<file path="config.mk">
export PLATFORM = sky130hd
export DESIGN_NAME = sorted_run_merge
export DESIGN_NICKNAME = d
export VERILOG_FILES = /design/src/sv/srm_pkg.sv /design/src/sv/srm_ram.sv /design/src/sv/srm_front.sv /design/src/sv/srm_back.sv /design/src/sv/sorted_run_merge.sv
export SDC_FILE = /design/constraint.sdc
export NUM_CORES = 2
export LEC_CHECK = 0
export ABC_CLOCK_PERIOD_IN_PS = 5180
export BUFFER_PORTS_ARGS = -buffer_cell sky130_fd_sc_hd__buf_2
export CORE_MARGIN = 3
export CORE_UTILIZATION = 38
export DETAILED_ROUTE_END_ITERATION = 10
export PLACE_DENSITY_LB_ADDON = 0.05
export SLEW_MARGIN = 15
export SYNTH_ARGS = -nofsm -noshare
export SYNTH_HDL_FRONTEND = slang
export SYNTH_SLANG_ARGS = --single-unit
</file>
<file path="constraint.sdc">
create_clock -name clk -period 5.18 [get_ports clk]
set_clock_uncertainty 0.15 [all_clocks]
set_input_delay 0.518 -clock clk [delete_from_list [all_inputs] [get_ports clk]]
set_output_delay 0.518 -clock clk [all_outputs]
set_load 0.005 [all_outputs]
</file>
<file path="src/sv/srm_pkg.sv">
// Shared types, sizes, request codes and helper functions of the sorted run merge block.
package srm_pkg;

	localparam int RUN_CAPACITY = 32;
	localparam int VALUE_BITS   = 32;
	localparam int ITEM_BITS    = 32;
	localparam int IDX_W        = (RUN_CAPACITY > 1) ? $clog2(RUN_CAPACITY) : 1;
	localparam int CNT_W        = $clog2(RUN_CAPACITY + 1);
	localparam int QUEUE_DEPTH  = 2;
	localparam int QPTR_W       = (QUEUE_DEPTH > 1) ? $clog2(QUEUE_DEPTH) : 1;

	typedef logic [VALUE_BITS-1:0] value_t;
	typedef logic [ITEM_BITS-1:0]  item_t;
	typedef logic [CNT_W-1:0]      count_t;
	typedef logic [IDX_W-1:0]      idx_t;

	localparam count_t CAP_COUNT = count_t'(RUN_CAPACITY);

	localparam logic [1:0] REQ_LOAD_FIRST  = 2'd0;
	localparam logic [1:0] REQ_LOAD_SECOND = 2'd1;
	localparam logic [1:0] REQ_MERGE       = 2'd2;

	typedef enum logic [1:0] {
		OP_LOAD_FIRST,
		OP_LOAD_SECOND,
		OP_MERGE
	} op_t;

	typedef struct packed {
		op_t    op;
		value_t value;
	} cmd_t;

	function automatic value_t to_value(input item_t x);
		return VALUE_BITS'(x);
	endfunction

	function automatic item_t to_item(input value_t v);
		return ITEM_BITS'(v);
	endfunction

	// Signed order is an unsigned compare with the sign bits flipped.
	function automatic logic value_less(input value_t a, input value_t b, input logic signed_mode);
		value_t sa;
		value_t sb;
		sa = a;
		sb = b;
		if (signed_mode) begin
			sa[VALUE_BITS-1] = ~a[VALUE_BITS-1];
			sb[VALUE_BITS-1] = ~b[VALUE_BITS-1];
		end
		return sa < sb;
	endfunction

endpackage

</file>
<file path="src/sv/srm_ram.sv">
// Generic single write port, single read port RAM with registered read data.
module srm_ram #(
	parameter int WIDTH = 32,
	parameter int DEPTH = 32
) (
	input  logic                                   clk,
	input  logic                                   wr_en,
	input  logic [((DEPTH > 1) ? $clog2(DEPTH) : 1)-1:0] wr_addr,
	input  logic [WIDTH-1:0]                       wr_data,
	input  logic [((DEPTH > 1) ? $clog2(DEPTH) : 1)-1:0] rd_addr,
	output logic [WIDTH-1:0]                       rd_data
);

	logic [WIDTH-1:0] mem_q [DEPTH];

	always_ff @(posedge clk) begin
		if (wr_en) begin
			mem_q[wr_addr] <= wr_data;
		end
		rd_data <= mem_q[rd_addr];
	end

endmodule

</file>
<file path="src/sv/srm_front.sv">
// Front end: accepts requests, turns them into commands and queues them for the back end.
module srm_front import srm_pkg::*; (
	input  logic       clk,
	input  logic       arst_n,
	input  logic       in_valid,
	output logic       in_ready,
	input  logic [1:0] req_type,
	input  item_t      item_value,
	output logic       cmd_valid,
	input  logic       cmd_ready,
	output cmd_t       cmd
);

	cmd_t              q_mem_q [QUEUE_DEPTH];
	logic [QPTR_W-1:0] wr_ptr_q;
	logic [QPTR_W-1:0] rd_ptr_q;
	logic [QPTR_W:0]   fill_q;
	logic              is_cmd;
	cmd_t              new_cmd;
	logic              push;
	logic              pop;

	always_comb begin
		is_cmd        = 1'b1;
		new_cmd.op    = OP_MERGE;
		new_cmd.value = to_value(item_value);
		case (req_type)
			REQ_LOAD_FIRST:  new_cmd.op = OP_LOAD_FIRST;
			REQ_LOAD_SECOND: new_cmd.op = OP_LOAD_SECOND;
			REQ_MERGE:       new_cmd.op = OP_MERGE;
			default:         is_cmd = 1'b0;
		endcase
	end

	assign in_ready  = (fill_q != (QPTR_W+1)'(QUEUE_DEPTH));
	assign cmd_valid = (fill_q != '0);
	assign cmd       = q_mem_q[rd_ptr_q];
	// Unknown request codes are accepted and discarded here.
	assign push      = in_valid && in_ready && is_cmd;
	assign pop       = cmd_valid && cmd_ready;

	always_ff @(posedge clk) begin
		if (push) begin
			q_mem_q[wr_ptr_q] <= new_cmd;
		end
	end

	always_ff @(posedge clk or negedge arst_n) begin
		if (!arst_n) begin
			wr_ptr_q <= '0;
			rd_ptr_q <= '0;
			fill_q   <= '0;
		end else begin
			if (push) begin
				wr_ptr_q <= wr_ptr_q + 1'b1;
			end
			if (pop) begin
				rd_ptr_q <= rd_ptr_q + 1'b1;
			end
			case ({push, pop})
				2'b10:   fill_q <= fill_q + 1'b1;
				2'b01:   fill_q <= fill_q - 1'b1;
				default: fill_q <= fill_q;
			endcase
		end
	end

endmodule

</file>
<file path="src/sv/srm_back.sv">
// Back end: executes queued loads into the run stores and runs the merge sequencer.
module srm_back import srm_pkg::*; (
	input  logic  clk,
	input  logic  arst_n,
	input  logic  cmd_valid,
	output logic  cmd_ready,
	input  cmd_t  cmd,
	input  logic  order_mode,
	output logic  out_valid,
	input  logic  out_ready,
	output item_t merged_value,
	output logic  from_second,
	output logic  last_flag,
	output logic  empty_flag,
	output logic  overflow_flag
);

	typedef enum logic [1:0] {
		ST_IDLE,
		ST_READ,
		ST_EMIT,
		ST_EMPTY
	} state_t;

	state_t state_q;
	count_t cnt1_q;
	count_t cnt2_q;
	count_t i_q;
	count_t j_q;
	logic   sticky_q;

	logic   cmd_fire;
	logic   we1;
	logic   we2;
	value_t rd1;
	value_t rd2;
	logic   take_second;
	count_t i_nx;
	count_t j_nx;
	logic   is_last;
	logic   out_free;
	logic   emit;

	assign cmd_ready = (state_q == ST_IDLE);
	assign cmd_fire  = cmd_valid && cmd_ready;
	assign we1       = cmd_fire && (cmd.op == OP_LOAD_FIRST) && (cnt1_q < CAP_COUNT);
	assign we2       = cmd_fire && (cmd.op == OP_LOAD_SECOND) && (cnt2_q < CAP_COUNT);
	assign out_free  = !out_valid || out_ready;
	assign emit      = ((state_q == ST_EMIT) || (state_q == ST_EMPTY)) && out_free;

	srm_ram #(.WIDTH(VALUE_BITS), .DEPTH(RUN_CAPACITY)) u_first_ram (
		.clk     (clk),
		.wr_en   (we1),
		.wr_addr (cnt1_q[IDX_W-1:0]),
		.wr_data (cmd.value),
		.rd_addr (i_q[IDX_W-1:0]),
		.rd_data (rd1)
	);

	srm_ram #(.WIDTH(VALUE_BITS), .DEPTH(RUN_CAPACITY)) u_second_ram (
		.clk     (clk),
		.wr_en   (we2),
		.wr_addr (cnt2_q[IDX_W-1:0]),
		.wr_data (cmd.value),
		.rd_addr (j_q[IDX_W-1:0]),
		.rd_data (rd2)
	);

	// On equal values the first run wins, so only a strict less-than picks the second run.
	always_comb begin
		if (i_q == cnt1_q) begin
			take_second = 1'b1;
		end else if (j_q == cnt2_q) begin
			take_second = 1'b0;
		end else begin
			take_second = value_less(rd2, rd1, order_mode);
		end
		i_nx    = take_second ? i_q : i_q + 1'b1;
		j_nx    = take_second ? j_q + 1'b1 : j_q;
		is_last = (i_nx == cnt1_q) && (j_nx == cnt2_q);
	end

	always_ff @(posedge clk or negedge arst_n) begin
		if (!arst_n) begin
			state_q       <= ST_IDLE;
			cnt1_q        <= '0;
			cnt2_q        <= '0;
			i_q           <= '0;
			j_q           <= '0;
			sticky_q      <= 1'b0;
			out_valid     <= 1'b0;
			merged_value  <= '0;
			from_second   <= 1'b0;
			last_flag     <= 1'b0;
			empty_flag    <= 1'b0;
			overflow_flag <= 1'b0;
		end else begin
			out_valid <= emit || (out_valid && !out_ready);
			case (state_q)
				ST_IDLE: begin
					if (cmd_fire) begin
						case (cmd.op)
							OP_LOAD_FIRST: begin
								if (cnt1_q < CAP_COUNT) begin
									cnt1_q <= cnt1_q + 1'b1;
								end else begin
									sticky_q <= 1'b1;
								end
							end
							OP_LOAD_SECOND: begin
								if (cnt2_q < CAP_COUNT) begin
									cnt2_q <= cnt2_q + 1'b1;
								end else begin
									sticky_q <= 1'b1;
								end
							end
							OP_MERGE: begin
								i_q <= '0;
								j_q <= '0;
								if (cnt1_q == '0 && cnt2_q == '0) begin
									state_q <= ST_EMPTY;
								end else begin
									state_q <= ST_READ;
								end
							end
							default: state_q <= ST_IDLE;
						endcase
					end
				end
				ST_READ: begin
					state_q <= ST_EMIT;
				end
				ST_EMIT: begin
					if (out_free) begin
						merged_value  <= to_item(take_second ? rd2 : rd1);
						from_second   <= take_second;
						last_flag     <= is_last;
						empty_flag    <= 1'b0;
						overflow_flag <= sticky_q;
						i_q           <= i_nx;
						j_q           <= j_nx;
						if (is_last) begin
							cnt1_q   <= '0;
							cnt2_q   <= '0;
							sticky_q <= 1'b0;
							state_q  <= ST_IDLE;
						end else begin
							state_q <= ST_READ;
						end
					end
				end
				ST_EMPTY: begin
					if (out_free) begin
						merged_value  <= '0;
						from_second   <= 1'b0;
						last_flag     <= 1'b1;
						empty_flag    <= 1'b1;
						overflow_flag <= sticky_q;
						sticky_q      <= 1'b0;
						state_q       <= ST_IDLE;
					end
				end
				default: state_q <= ST_IDLE;
			endcase
		end
	end

endmodule

</file>
<file path="src/sv/sorted_run_merge.sv">
// Top level of the sorted run merge block: request queue, merge engine and mode register.
//
//   channel  | handshake            | payload
//   ---------+----------------------+---------------------------------------------------
//   request  | in_valid / in_ready  | req_type, item_value
//   result   | out_valid/ out_ready | merged_value, from_second, last_flag, empty_flag,
//            |                      | overflow_flag
//   config   | cfg_valid/ cfg_ready | cfg_data (order_mode)
//
// Requests enter a two-entry command queue at up to one per cycle while it is not full;
// the engine takes loads while idle, and a merge holds it until its last result is
// issued. Each result has a read state for the registered run store read, then an emit
// state that compares and issues it. An empty merge has an empty state for its single
// result. A stalled result holds the engine; the queue keeps taking requests until it
// fills. Reset clears counts, flags, queue and mode; the stores need no clearing pass.
module sorted_run_merge import srm_pkg::*; (
	input  logic       clk,
	input  logic       arst_n,
	input  logic       in_valid,
	output logic       in_ready,
	input  logic [1:0] req_type,
	input  item_t      item_value,
	output logic       out_valid,
	input  logic       out_ready,
	output item_t      merged_value,
	output logic       from_second,
	output logic       last_flag,
	output logic       empty_flag,
	output logic       overflow_flag,
	input  logic       cfg_valid,
	output logic       cfg_ready,
	input  logic       cfg_data
);

	logic order_mode_q;
	logic cmd_valid;
	logic cmd_ready;
	cmd_t cmd;

	assign cfg_ready = 1'b1;

	always_ff @(posedge clk or negedge arst_n) begin
		if (!arst_n) begin
			order_mode_q <= 1'b0;
		end else if (cfg_valid && cfg_ready) begin
			order_mode_q <= cfg_data;
		end
	end

	srm_front u_front (
		.clk        (clk),
		.arst_n     (arst_n),
		.in_valid   (in_valid),
		.in_ready   (in_ready),
		.req_type   (req_type),
		.item_value (item_value),
		.cmd_valid  (cmd_valid),
		.cmd_ready  (cmd_ready),
		.cmd        (cmd)
	);

	srm_back u_back (
		.clk           (clk),
		.arst_n        (arst_n),
		.cmd_valid     (cmd_valid),
		.cmd_ready     (cmd_ready),
		.cmd           (cmd),
		.order_mode    (order_mode_q),
		.out_valid     (out_valid),
		.out_ready     (out_ready),
		.merged_value  (merged_value),
		.from_second   (from_second),
		.last_flag     (last_flag),
		.empty_flag    (empty_flag),
		.overflow_flag (overflow_flag)
	);

endmodule

</file>
Word-level counts from Yosys, hierarchy flattened
Memories as Yosys holds them, arrays and structs flattened. A register that Yosys moved wholly into a read port is not among the register bits.
Cells that the tools add are included.

word-level totals
  input bits = 40
  logic and storage cells = 155
  register bits after elaboration = 69
  memory bits (read-only) = 0
  memories = 3
  RAM bits = 2116
  latch bits = 0

memory list
  memory                     depth  width  rd ports  clocked after memory_dff  write ports  line             RTL
  u_back.u_first_ram.mem_q   32     32     1         1                         1            srm_ram.sv:14    logic [WIDTH-1:0] mem_q [DEPTH];
  u_back.u_second_ram.mem_q  32     32     1         1                         1            srm_ram.sv:14
  u_front.q_mem_q            2      34     1         0                         1            srm_front.sv:14  cmd_t q_mem_q [QUEUE_DEPTH];

operators by class
  shift-type cells = 0
  reductions and logical operators = 36
  magnitude comparators = 3
  multipliers = 0
  eq/ne operators = 27
  muxes and demuxes = 60
  divide/modulo/power cells = 0
  add/sub/neg operators = 8
  bitwise logic cells = 2

operators with widths
  kind                                                             count
  32-bit 2-to-1 mux                                                3
  6-bit 2-to-1 mux                                                 14
  32-bit one-hot mux with 2 select lines                           1
  6-bit one-hot mux with 2 select lines                            4
  32-bit less-than comparator                                      1
  1-bit 2-to-1 mux                                                 25
  6-bit by 1-bit adder with 6-bit output, second input constant    4
  6-bit == test                                                    4
  2-bit != test, second input constant                             8
  6-bit zero test                                                  2
  6-bit less-than comparator, second input constant                2
  2-bit one-hot mux with 2 select lines                            3
  6-bit AND reduction                                              2
  1-bit logical AND                                                11
  2-bit == test, second input constant                             5
  3-bit != test, second input constant                             3
  2-bit by 1-bit == test with 1-bit output, second input constant  4
  2-bit 2-to-1 mux                                                 4
  1-bit one-hot mux with 2 select lines                            4
  2-bit one-hot mux with 4 select lines                            1
  4-bit AND reduction                                              2
  8-bit AND reduction                                              1
  2-bit nonzero test                                               4
  2-bit zero test                                                  3
  other kinds (13)                                                 21

Longest topological paths before layout
  depth in word-level cells = 13
  mapped depth = 13
  depth with buffers taken out = 11

By module
A second synthesis with hierarchy kept.

second synthesis, totals
  cells, all modules = 5188
  area, all modules = 88092.0 µm²

by module, submodules not included
  module                          instances  cells an instance  area each (µm²)
  srm_ram at u_back.u_first_ram   1          2260               40492.6
  srm_ram at u_back.u_second_ram  1          2260               40485.1
  srm_back                        1          537                4369.2
  srm_front                       1          127                2693.8
  sorted_run_merge                1          4                  51.3

Worst setup path after synthesis
No wires, ideal clock.

  kind = register to register
  from = reg u_back.state_q[1]
  to = mem u_back.u_second_ram.mem_q[15][0], enable pin
  setup slack = 1.278 ns
  setup time = 0.423 ns
  path buffers = 1
  stages on the path, launching flop included = 7
  arrival = 3.330 ns
  path through = dfrtp_1 clkbuf_1 nor3_1 nand2_1 nor3_1 nand2_1 nor2_1

between the ends
  longest elaborated chain between the ends = 6

RTL lines
  item                                    line             RTL
  from (decl)                             srm_back.sv:25   state_t state_q;
  from (signal assigned)                  srm_back.sv:85   state_q <= ST_IDLE;
  from (signal assigned)                  srm_back.sv:121  state_q <= ST_EMPTY;
  from (signal assigned)                  srm_back.sv:123  state_q <= ST_READ;
  2-bit zero test                         srm_back.sv:44   assign cmd_ready = (state_q == ST_IDLE);
  1-bit logical AND                       srm_back.sv:45   assign cmd_fire = cmd_valid && cmd_ready;
  net u_back.cmd_fire                     srm_back.sv:32   logic cmd_fire;
  1-bit logical AND (2 in a row)          srm_back.sv:47   assign we2 = cmd_fire && (cmd.op == OP_LOAD_SECOND) && (cnt2_q < CAP_COUNT);
  1-bit 2-to-1 mux                        srm_ram.sv:17    if (wr_en) begin
  1-bit 2-to-1 mux (not written as such)  srm_ram.sv:18    mem_q[wr_addr] <= wr_data;
  to (decl)                               srm_ram.sv:14

The timed path passes the listed nets, and every way through them passes these cells.

Final worst setup path
  from = reg u_back.state_q[1]
  to = mem u_back.u_second_ram.mem_q[2][10], enable pin

The elaborated chain is that of the path after synthesis.

==> summary by stage <==
Cells and area
The cell area after layout is 99400 um2. In the final layout, the share of cells above drive strength 1 is 33.3%. The layout net count is around 4100.

Fill cells in the final layout number approximately 19000. In the layout the commonest cells are sky130_fd_sc_hd__edfxtp_1, sky130_fd_sc_hd__mux4_2, sky130_fd_sc_hd__clkbuf_16, sky130_fd_sc_hd__buf_4, sky130_fd_sc_hd__mux2_2. The area growth from synthesis to layout is 15.7%. Leaving out fill and tap cells, the most frequent cell in the layout is sky130_fd_sc_hd__edfxtp_1.

Worst setup path
The signal arrival time at the worst endpoint is approximately 4.7 ns. The longest individual stage delay on the worst path is just under 0.9 ns. The worst setup path is launched from a flip-flop.

Traced cell by cell, the critical path runs through nor3_1 > buf_4 > nand2_1 > nor3_1 > nand2_1 > nor2_4 > buf_12. The largest individual stage delay along the critical path comes from the cell sky130_fd_sc_hd__nor3_1. The critical path endpoint category is a flip-flop. At the worst endpoint, the required time is between 5 and 6 ns. The setup slack on the worst flop-to-flop path is roughly 0.84 ns. Counting cells, the worst reg-to-reg path comes to 7. In this run the worst path has a maximum fanout of 17.

The type of the setup path with the least slack is flip-flop to flip-flop.

Power and ir drop
For this design the total switching power over the nets is ~16 mW. Dividing total power by cell area gives a power density of between 500 and 600 nW/um2. Of the total power, the share spent switching nets is around 30%. The combinational fraction of design power is between 20% and 30%. The clock network is responsible for between 30% and 40% of the overall power.

The share of total power dissipated in sequential elements is 43.9%. The worst-case IR drop observed on VDD is approximately 0.47 mV. Internal power comes to about 37 mW. For this design the static power due to leakage is 30.8 nW.

Synth
The count of mapped cells out of synthesis is roughly 3700. After synthesis, the largest area contributor takes up between 70 and 80% of total cell area. The synthesis-stage register bit count is around 2200. The post-synthesis instance area is around 86000 um2. The commonest register cell after synthesis is sky130_fd_sc_hd__edfxtp_1. The number of nets in the synthesized netlist is 3802. The library cell occupying the most area in the post-synthesis netlist is sky130_fd_sc_hd__edfxtp_1.

Synthesis instantiated 59 different standard cells from the library. By area the synthesized netlist is led by sky130_fd_sc_hd__edfxtp_1, sky130_fd_sc_hd__mux4_2, sky130_fd_sc_hd__dfrtp_1, sky130_fd_sc_hd__dfxtp_1, sky130_fd_sc_hd__mux2_2. A synthesized cell averages 23.1 um2. The share of the Yosys chip area taken by registers is around 77%. Counting flops with an async set or reset pin after synthesis yields a share of roughly 3.1%. Yosys printed 0 warnings. The number of flops mapped to enable cells by yosys is 2116.

Floorplanning
The die outline area is ~230000 um2. Pin placement for this block handled 79 I/O pins. The initial core utilization is between 30% and 40%. The core region is 224000 um2. The die is just under 500 um wide.

The site row count is about 170. The floorplan step set the die height to between 400 and 500 um.

Place
In this run the tool buffered the top-level ports with 77 buffer cells. The standard cell area after detailed placement is between 90000 and 100000 um2. Summed over all nets, the half-perimeter wirelength after detailed placement is 134 mm. Routability-driven placement finished with a final weighted congestion of around 0.8.

Global route
The global routing usage summed across all routing layers is about 20%. The largest net degree at the start of global routing is roughly 140. Summed over all layers, the global routing overflow is 0. The via count of the first global-routing pass is 42000. The global-route wire length before repair is 326 mm. The number of antenna violations at the first check in global routing was 24.

Route
The DRC violation count after routing is 0. The detailed router put a total of between 90 and 100 mm of wire on met1. After detailed routing, the average wire length per cell comes to ~32 um. The detailed router finished its first iteration with about 3400 violations.

The final wirelength is 230 mm. The topmost layer with routed signal wires is met4. The routed length on met2 is ~120 mm.

The met3 wire length is about 9.8 mm. The average via count per standard cell is 5.50. The first detailed-routing pass ran for 7 iterations. For this block, the via count after detailed routing is around 40000. The remaining antenna violation count after routing is 0.

Clock tree
The H-tree depth is 4. The number of resized instances in the post-cts repair step is 0. The worst-skew pair later-pin latency is between 0.8 and 0.9 ns. The TritonCTS buffer count is between 200 and 250. Once the clock tree was built, the setup fixing pass inserted 0 buffers. The tree is rooted in a sky130_fd_sc_hd__clkbuf_16. After clock tree synthesis, the clock-pin slew on the worst setup and hold paths is approximately 0.06 ns. The clock net sink count is ~2200. The number of buffers on the longest clock path is 3. TritonCTS built the clock tree.

STA
In the final timing run, aggregate negative setup slack is 0 ns. The worst pin sits at a relative slew slack of a little under a quarter. The worst-margin pin slew is 1.15 ns. The worst path in the final design needs a cycle of between 4 and 5 ns, including I/O delays and setup. The peak clock frequency supported by timing is roughly 230 MHz. Setup repair after global routing left no endpoint under its margin. The total count of max-transition violations in the final report was 0. The worst hold margin is around 0.15 ns.

The fraction of the cycle the final worst path needs is a little over four fifths. Setup violations remaining at the end of the flow were counted as 0. The number of hold violations in the final report came to 0.

Status
The run finished with clean final reports.

Run
The number of max-cap violations is 0.

Min path
The path class of the lowest-slack min-delay path is input pin to async pin.
==> cells in the mapped netlist (3+ instances only) <==
| cell type | n |
|---|---|
| sky130_fd_sc_hd__dfrtp_1 | 69 |
| sky130_fd_sc_hd__edfxtp_1 | 2116 |
| sky130_fd_sc_hd__nand2b_1 | 5 |
| sky130_fd_sc_hd__a22o_1 | 3 |
| sky130_fd_sc_hd__nor3_1 | 8 |
| sky130_fd_sc_hd__nor4_1 | 3 |
| sky130_fd_sc_hd__dfxtp_1 | 64 |
| sky130_fd_sc_hd__or3_1 | 4 |
| sky130_fd_sc_hd__inv_1 | 39 |
| sky130_fd_sc_hd__mux4_2 | 640 |
| sky130_fd_sc_hd__xnor2_1 | 13 |
| sky130_fd_sc_hd__o21ai_2 | 9 |
| sky130_fd_sc_hd__a21oi_1 | 58 |
| sky130_fd_sc_hd__nor2_1 | 120 |
| sky130_fd_sc_hd__clkbuf_1 | 130 |
| sky130_fd_sc_hd__buf_1 | 51 |
| sky130_fd_sc_hd__nand3_1 | 19 |
| sky130_fd_sc_hd__nand2_1 | 85 |
| sky130_fd_sc_hd__mux2i_1 | 6 |
| sky130_fd_sc_hd__xor2_1 | 7 |
| sky130_fd_sc_hd__mux2_2 | 99 |
| sky130_fd_sc_hd__a21o_1 | 3 |
| sky130_fd_sc_hd__o31ai_1 | 3 |
| sky130_fd_sc_hd__nand4_1 | 7 |
| sky130_fd_sc_hd__nor2b_1 | 5 |
| sky130_fd_sc_hd__or3b_2 | 3 |
| sky130_fd_sc_hd__ha_1 | 41 |
| sky130_fd_sc_hd__buf_2 | 3 |
| sky130_fd_sc_hd__and3_1 | 6 |
| sky130_fd_sc_hd__o21ai_0 | 52 |
| sky130_fd_sc_hd__nand3b_1 | 7 |
| sky130_fd_sc_hd__a31oi_1 | 8 |
==> final cells by class <==
cell class	instances	area, um2	share of cell area, %
Tap cell	2975	3720	3.74
Sequential cell	2249	66600	67.0
Inverter	39	146	0.147
Antenna cell	4	10.0	0.0101
Clock inverter	132	1260	1.26
Multi-Input combinational cell	1246	19000	19.1
Timing Repair Buffer	255	2240	2.25
Clock buffer	316	6430	6.47
==> stage by stage <==
| stage | instances | utilization (%) | setup WS [ns] | power [mW] |
|---|---|---|---|---|
| after global placement | 6723 | 40.8 | 0.229 | 36.5 |
| after CTS | 7211 | 44.4 | 0.907 | 53.5 |
| after detailed placement | 6725 | 40.8 | 0.913 | 36.7 |
| after global routing | 7213 | 44.5 | 0.699 | 55.0 |
| after floorplan | 3721 | - | 1.28 | 31.3 |
| final | 7216 | 44.5 | 0.839 | 52.7 |
==> worst paths after layout <==
kind | end | start
max in group asynchronous | u_back.i_q[0] | arst_n
min in group clk | u_front.wr_ptr_q | in_valid
worst max-delay path | u_back.u_second_ram.mem_q[2][10] | u_back.state_q[1]
worst min register to register | u_back.merged_value[31] | u_back.merged_value[31]
worst max register to register | u_back.u_second_ram.mem_q[2][10] | u_back.state_q[1]
worst min-delay path | u_back.merged_value[6] | arst_n
==> power by group through the flow <==
stage                     registers, mW  logic (mW)  clock network (mW)
after floorplan                    22.9        8.41                   0
after global placement             23.5        13.0                   0
after detailed placement           23.5        13.2                   0
after CTS                          23.1        13.3                17.1
after global routing               23.2        13.9                17.9
final                              23.1        12.9                16.7
==> repair_timing <==
action	4_1_cts	5_1_grt
endpoints found under the hold margin	139	0
endpoints found under the setup margin	0	0
hold buffers	38	0
==> critical path, delay by kind of cell (launching register included) <==
kind	cells	cell delay (ns)
DFF	1	0.47
and+or+nand+nor	5	2.90
buffers and inverters	2	0.47
==> layer usage <==
layer  vias up  GRT usage, %
li1      16400             -
met3       289          2.67
met1     22000          27.7
met4         0          4.18
met2      1051          33.8
met5         -             0
==> kinds of logic after synthesis <==
kind of cell	synth area share, %
compound gates	1.11
mux	18.1
buf+inv	1.01
xor+xnor	0.204
fa+ha+maj	0.597
simple gates	1.47
flops	77.5
other cells	0.00436
==> sequential cells by signal, indices dropped and copies added (netlist names), 2 cells and up <==
signal and count:
u_back.state_q 2, u_back.merged_value 32, u_back.u_first_ram.mem_q 1024, u_back.u_second_ram.mem_q 1024, u_back.u_second_ram.rd_data 32, u_back.i_q 6, u_back.cnt1_q 6, u_back.j_q 6
u_back.cnt2_q 6, u_front.q_mem_q 68, u_front.fill_q 2, u_back.u_first_ram.rd_data 32
No activity file was read; power rests on OpenSTA's default activity.
